## config.mk

```make
export PLATFORM = sky130hd
export DESIGN_NAME = woi_div
export DESIGN_NICKNAME = d
export VERILOG_FILES = /design/src/design/woi_pkg.sv /design/src/design/woi_div.sv
export SDC_FILE = /design/constraint.sdc
export NUM_CORES = 1
export LEC_CHECK = 0
export BUFFER_PORTS_ARGS = -buffer_cell sky130_fd_sc_hd__buf_4
export CAP_MARGIN = 20
export CELL_PAD_IN_SITES_DETAIL_PLACEMENT = 2
export CELL_PAD_IN_SITES_GLOBAL_PLACEMENT = 2
export CORE_AREA = 2 2 167 169
export DETAILED_ROUTE_END_ITERATION = 8
export DIE_AREA = 0 0 169 171
export GPL_TIMING_DRIVEN = 0
export HOLD_SLACK_MARGIN = 0.08
export PLACE_DENSITY_LB_ADDON = 0.25
export SLEW_MARGIN = 20
export SYNTH_ARGS = -nofsm -noshare
export SYNTH_HDL_FRONTEND = slang
export SYNTH_SLANG_ARGS = --single-unit
```

## constraint.sdc

```tcl
create_clock -name i_clk -period 4.25 [get_ports i_clk]
set_input_delay 0.2125 -clock i_clk [delete_from_list [all_inputs] [get_ports i_clk]]
set_output_delay 0.2125 -clock i_clk [all_outputs]
set_load 0.01 [all_outputs]
```

## src/design/woi_pkg.sv

```systemverilog
// package for the wheel odometry integrator
// widths, register indexes, cordic constants and the arctangent table; no dependencies
package woi_pkg;
    localparam int SINCOS_ITERATIONS = 16;
    localparam int POSITION_BITS     = 48;
    localparam int CORDIC_STEPS      = (SINCOS_ITERATIONS > 30) ? 30 : SINCOS_ITERATIONS;
    localparam int STEP_W            = 5;
    localparam int CFG_IDX_W         = 8;

    localparam logic [CFG_IDX_W-1:0] REG_DISTANCE = 8'd0;
    localparam logic [CFG_IDX_W-1:0] REG_ANGLE    = 8'd1;

    localparam logic [23:0] DIST_RESET  = 24'd562210;
    localparam logic [23:0] ANGLE_RESET = 24'd497103;
    localparam logic signed [33:0] CORDIC_GAIN = 34'sd652032874;

    // signed angle shift of pi/4 .. in binary angle units
    function automatic logic signed [33:0] atan_lut(input logic [STEP_W-1:0] i);
        logic signed [33:0] v;
        begin
            case (i)
                5'd0:  v = 34'sd536870912;
                5'd1:  v = 34'sd316933406;
                5'd2:  v = 34'sd167458907;
                5'd3:  v = 34'sd85004756;
                5'd4:  v = 34'sd42667331;
                5'd5:  v = 34'sd21354465;
                5'd6:  v = 34'sd10680862;
                5'd7:  v = 34'sd5340245;
                5'd8:  v = 34'sd2670675;
                5'd9:  v = 34'sd1335087;
                5'd10: v = 34'sd667544;
                5'd11: v = 34'sd333772;
                5'd12: v = 34'sd166886;
                5'd13: v = 34'sd83443;
                5'd14: v = 34'sd41722;
                5'd15: v = 34'sd20861;
                5'd16: v = 34'sd10430;
                5'd17: v = 34'sd5215;
                5'd18: v = 34'sd2608;
                5'd19: v = 34'sd1304;
                5'd20: v = 34'sd652;
                5'd21: v = 34'sd326;
                5'd22: v = 34'sd163;
                5'd23: v = 34'sd81;
                5'd24: v = 34'sd41;
                5'd25: v = 34'sd20;
                5'd26: v = 34'sd10;
                5'd27: v = 34'sd5;
                5'd28: v = 34'sd3;
                5'd29: v = 34'sd1;
                default: v = 34'sd0;
            endcase
            return v;
        end
    endfunction

    typedef struct packed {
        logic                     mode;
        logic signed [15:0]       delta_left;
        logic signed [15:0]       delta_right;
        logic [19:0]              interval_us;
    } t_upd;

    typedef struct packed {
        logic signed [47:0] pos_x;
        logic signed [47:0] pos_y;
        logic signed [31:0] heading;
        logic signed [31:0] speed;
        logic signed [31:0] turn_rate;
    } t_res;

    typedef struct packed {
        logic [CFG_IDX_W-1:0] index;
        logic [23:0]          data;
    } t_cfg;

    // divider request/status between sequencer and divider
    typedef struct packed {
        logic               start;
        logic               neg;
        logic [63:0]        num;
        logic [39:0]        den;
    } t_div_req;

    typedef struct packed {
        logic               done;
        logic signed [31:0] quot;
    } t_div_sts;
endpackage

```

## src/design/woi_div.sv

```systemverilog
// restoring divider, one quotient bit per cycle, saturating to 32 bit signed
// depends on woi_pkg
module woi_div import woi_pkg::*; (
    input  logic     i_clk,
    input  logic     i_rst_n,
    input  t_div_req i_req,
    output t_div_sts o_sts
);
    logic [63:0] r_num;
    logic [40:0] r_rem;
    logic [39:0] r_den;
    logic        r_neg;
    logic        r_busy;
    logic [6:0]  r_cnt;
    logic [40:0] n_rem;
    logic [40:0] w_trial;
    logic        r_done;
    logic [31:0] w_mag;

    // one shift and trial subtract per cycle
    always_comb begin
        n_rem   = {r_rem[39:0], r_num[63]};
        w_trial = n_rem - {1'b0, r_den};
    end

    always_ff @(posedge i_clk) begin
        if (!i_rst_n) begin
            r_busy <= 1'b0;
            r_done <= 1'b0;
            r_cnt  <= '0;
        end else begin
            r_done <= 1'b0;
            if (i_req.start) begin
                r_busy <= 1'b1;
                r_cnt  <= 7'd64;
            end else if (r_busy) begin
                r_cnt <= r_cnt - 7'd1;
                if (r_cnt == 7'd1) begin
                    r_busy <= 1'b0;
                    r_done <= 1'b1;
                end
            end
        end
    end

    always_ff @(posedge i_clk) begin
        if (i_req.start) begin
            r_num <= i_req.num;
            r_den <= i_req.den;
            r_neg <= i_req.neg;
            r_rem <= '0;
        end else if (r_busy) begin
            if (!w_trial[40]) begin
                r_rem <= w_trial;
                r_num <= {r_num[62:0], 1'b1};
            end else begin
                r_rem <= n_rem;
                r_num <= {r_num[62:0], 1'b0};
            end
        end
    end

    // saturate magnitude then apply sign
    always_comb begin
        if (r_neg) begin
            w_mag = (r_num[63:31] != '0) ? 32'h8000_0000 : {1'b0, r_num[30:0]};
            o_sts.quot = -$signed(w_mag);
        end else begin
            w_mag = (r_num[63:31] != '0) ? 32'h7fff_ffff : {1'b0, r_num[30:0]};
            o_sts.quot = $signed(w_mag);
        end
        o_sts.done = r_done;
    end
endmodule

```

# Word level (Yosys, flattened, before mapping)
# Cells that the tools add are included.
# Widths: inputs -> output; s select.
# totals
ramBits,0
input_bits,108
word_cells,31
latchBits,0
mem_count,0
regBits,154
romBits,0
out_inout_bits,33
# classes
n_addsub,3
order_cmp,0
bitwise,2
mux,13
n_reduce_logical,4
n_shift,0
n_div,0
eq_ne,1
n_mul,0
# op_table
op,count
$mux 64,2
$mux 32,2
$sub 41x40->41,1
$mux 40,1
$reduce_bool 33->1,1
$neg 32->32,1
$mux 31,1
$mux 7,2
$eq 7x1->1 const B,1
$sub 7x1->7 const B,1
$mux 1,5
$reduce_or 3->1,1
$not 1->1,2
$reduce_bool 2->1,1
$reduce_or 2->1,1

# Longest topological paths before layout
# depth
ltp_word,4
mapped_depth,14

# Worst setup path after synthesis
# No wires, ideal clock.
# synth_timing
path_kind,register to output
from,reg r_num[59]
to,out o_sts[20] in the netlist's numbering
arrival_time_ps,3100
required_time_ps,4038
slack_ps,938
stages_incl_launch_ff,13
cell_sequence,edfxtp_1 nor4_1 nand4_1 nor4_1 clkbuf_1 nand2_1 ha_1 o21a_1 o21ai_1 clkbuf_1 a21oi_1 a21oi_1 o22a_1
# synth_lines
item,line_no,source
from (decl),woi_div.sv:9,logic [63:0] r_num;
from (signal assigned),woi_div.sv:48,r_num <= i_req.num;
from (signal assigned),woi_div.sv:55,"r_num <= {r_num[62:0], 1'b1};"
from (signal assigned),woi_div.sv:58,"r_num <= {r_num[62:0], 1'b0};"
to (decl),woi_div.sv:7,output t_div_sts o_sts

==> run_results.csv <==
group,metric,value,unit
yosys,synthAdderAreaFrac,5.79,%
drt,drt-total-wl,34000,um
critical_path,worstSetupEndpointType,"output pin",
global_route,grt_overflow,0,
job,drv_cap,0,
global_route,grt_usage,23.6,%
timing,min_period_over_period,96.1,%
place,port_buffers,140,
timing,setup_viol,0,
critical_path,cp-startpoint,"r_num[33]$_DFFE_PP_",
yosys,ys_types,70,
yosys,synth-simple-area-share,14.8,%
cts,path_clk_slew,80,ps
drt,drtIter0Drc,577,
floorplanning,dieHeight,171,um
yosys,synth_area_per_cell,9.59,um^2
yosys,netlist_area,0.00964,mm^2
place,dpl.hpwl,23400,um
yosys,synth-warning-count,0,
yosys,ys_seq_area_share,42.9,%
timing,fin_crit,4080,ps
cts,cts_buffers,17,
critical_path,r2r_start,"r_num[63]$_DFFE_PP_",
global_route,antenna_found_initial,0,
yosys,yosys.area.top_type,"edfxtp_1",
cells_and_area,num_antenna_cells,0,
critical_path,path_max_fanout,10,
worst_hold_path,holdCritPathClass,"primary input to flip-flop",
yosys,netlist_top_cells_area,"edfxtp_1 33%, dfxtp_1 10%, mux2_2 7.1%, ha_1 5.6%, nand2_1 4.0%",
power,leakage,5.11,nW
cells_and_area,fin_nets,1407,
floorplanning,die_x,169,um
critical_path,rrSetupSlack,410,ps
timing,slew_headroom,36.6,%
yosys,async_flop_share,0,%
timing,tightest_slew,943,ps
yosys,netlist.area_leader.share,32.7,%
critical_path,worstPathArrival,3870,ps
timing,finalHoldViolations,0,
cts,cts_tree,"built",
yosys,muxShareOfSynthArea,9.83,%
yosys,ys_ff_latch,154,
timing,fin_ws,167,ps
drt,vias,9016,
yosys,synth_compound_area_share,18.3,%
critical_path,r2r_end,"r_rem[37]$_SDFFE_PP0P_",
place,place_ws,124,ps
drt,drcViolationCount,0,
outcome,outcome,"finished, final reports clean",
drt,ant_nets,0,
cells_and_area,final-seq-area,0.00413,mm^2
timing,clock_skew,19.0,ps
cells_and_area,multiInputGateArea,0.00508,mm^2
drt,wl_per_cell,21.1,um
place,place.gp.congestion,0.831,
yosys,ys_top_cells_by_count,"105 x edfxtp_1, 102 x nand2_1, 77 x nor2_1, 63 x a21oi_1, 62 x o21ai_0",
cts,cts_setup_buffers,0,
yosys,synth_top_family_by_area,"compound AO/OA/AOI/OAI gates",
global_route,grt_max_degree,46,
yosys,yosys.area_share.xor_xnor,3.73,%
floorplanning,io_pins,141,
yosys,synth-main-ff-cell,"edfxtp_1",
yosys,synth-edff-count,105,
floorplanning,initial_utilization,35.3,%
cts,clkLatencyLatePin,450,ps
timing,clock.fmax,0.245,GHz
cells_and_area,fillers,2930,
cts,cts_max_level,4,
power,p_total,4.29,mW
critical_path,crit_required,4040,ps
critical_path,endpoint,"o_sts[26]",
cts,cts.sinks,154,
floorplanning,dieArea,0.0289,mm^2
cts,cts_buffer_depth,2,
cells_and_area,area_growth_syn_to_layout,31.8,%
timing,final_max_slew_viol_count,0,
drt,firstDrtPassIters,4,
cts,root_buffer,"clkbuf_16",
cells_and_area,drive_gt1_share,20.8,%
critical_path,crit_path_start_kind,"flip-flop",
critical_path,r2r_cells,14,
global_route,grt_pass1_vias,9732,
floorplanning,fp.coreArea,0.0273,mm^2
power,powerDensity,338,mW/mm^2
yosys,synth_cells,1005,
yosys,yosysMostFrequentCell,"edfxtp_1",
floorplanning,rows,61,
power,max-vdd-ir-drop,0.193,mV
global_route,grt_pass1_wl,53400,um
yosys,synth_fp_nets,1157,
drt,vias_per_cell,5.59,
critical_path,critPathKind,"flip-flop to output pin",
-- layer usage --
layer  share of wire (%)  vias to the layer above  track usage (%)
met5                   0                        -                0
met4                 2.1                        0             7.47
met3                 3.5                       52             3.33
met2                  53                      241             44.3
met1                  42                     4508             27.8
li1                    -                     4215                -
-- worst min-delay path by stage --
stage               from                  end  slack, ps  cells past startpoint
6_report       i_req[70]  r_num[30]$_DFFE_PP_         90                      2
5_1_grt        i_req[41]   r_num[1]$_DFFE_PP_         80                      2
4_1_cts        i_req[62]  r_num[22]$_DFFE_PP_         80                      2
3_5_place_dp   i_req[26]  r_den[26]$_DFFE_PP_        390                      1
3_3_place_gp   i_req[18]  r_den[18]$_DFFE_PP_        390                      1
2_1_floorplan   i_req[0]   r_den[0]$_DFFE_PP_        310                      0
-- registers in the layout, indices dropped and copies added (netlist names) --
register,count
r_cnt,7
r_done,1
r_num,64
r_busy,1
r_rem,40
r_neg,1
r_den,40
-- cells in the final DEF (no fill, tap or decap), drive strengths merged, types with 7 or more instances in the layout --
cell type / instances
mux2i: 26
nor2b: 9
o211ai: 10
clkbuf: 59
o31ai: 8
nor2: 77
o21bai: 7
buf: 152
xnor2: 21
nand3: 25
o311ai: 12
o21a: 11
nand2: 103
nor3: 24
a21oi: 64
mux2: 61
nand2b: 11
a21o: 17
edfxtp: 105
dlygate4sd3: 89
o21ai: 63
a31oi: 7
inv: 65
dfxtp: 49
a211oi: 24
and2: 7
xor2: 20
ha: 43
nor4: 17
-- per-stage QoR --
step | instances | hold WS, ps | utilization (%) | cell area [um^2] | setup TNS, ps
after global routing | 1614 | 82.0 | 46.5 | 12700 | -25.0
final | 1614 | 90.6 | 46.5 | 12700 | 0
after CTS | 1612 | 80.0 | 46.3 | 12600 | 0
after global placement | 1491 | 391 | 40.7 | 11100 | -4890
after floorplan | 1005 | 311 | - | 9640 | 0
after detailed placement | 1493 | 392 | 40.8 | 11200 | 0
-- what timing repair did --
action / in CTS / in global routing
endpoints found under the hold margin: 88 / 2
hold buffers: 87 / 2
endpoints found under the setup margin: 7 / 10
resized for setup: 3 / 10
-- critical path, stage by stage (launching register included) --
cell and delay [ps]:
edfxtp_1 450, nor4_2 330, nand4_1 190, nor4_2 310, buf_4 230, clkbuf_4 250, nand2_1 80, ha_1 280
o21a_1 230, o21ai_2 210, buf_6 200, o21ai_0 130, a21oi_1 340, buf_4 190
-- kinds of logic after synthesis --
logic type / after synthesis
compound gates: 267
buf+inv: 108
mux: 87
xor+xnor: 41
simple gates: 304
fa+ha+maj: 44
flops: 154
-- power breakdown --
| group | switching [mW] | internal (mW) |
|---|---|---|
| registers | 0.107 | 1.74 |
| logic | 0.445 | 0.388 |
| clock network | 0.807 | 0.805 |
| total | 1.36 | 2.93 |
-- cell type report --
type,count,area share [%]
repair buffers,231,15.5
well taps,346,3.41
inverters,56,1.67
flip-flops and latches,154,32.6
plain buffers,52,2.02
multi-input cells,743,40.0
clock buffers,17,3.35
clock inverters,15,1.47
(Power assumes the default switching activity.)
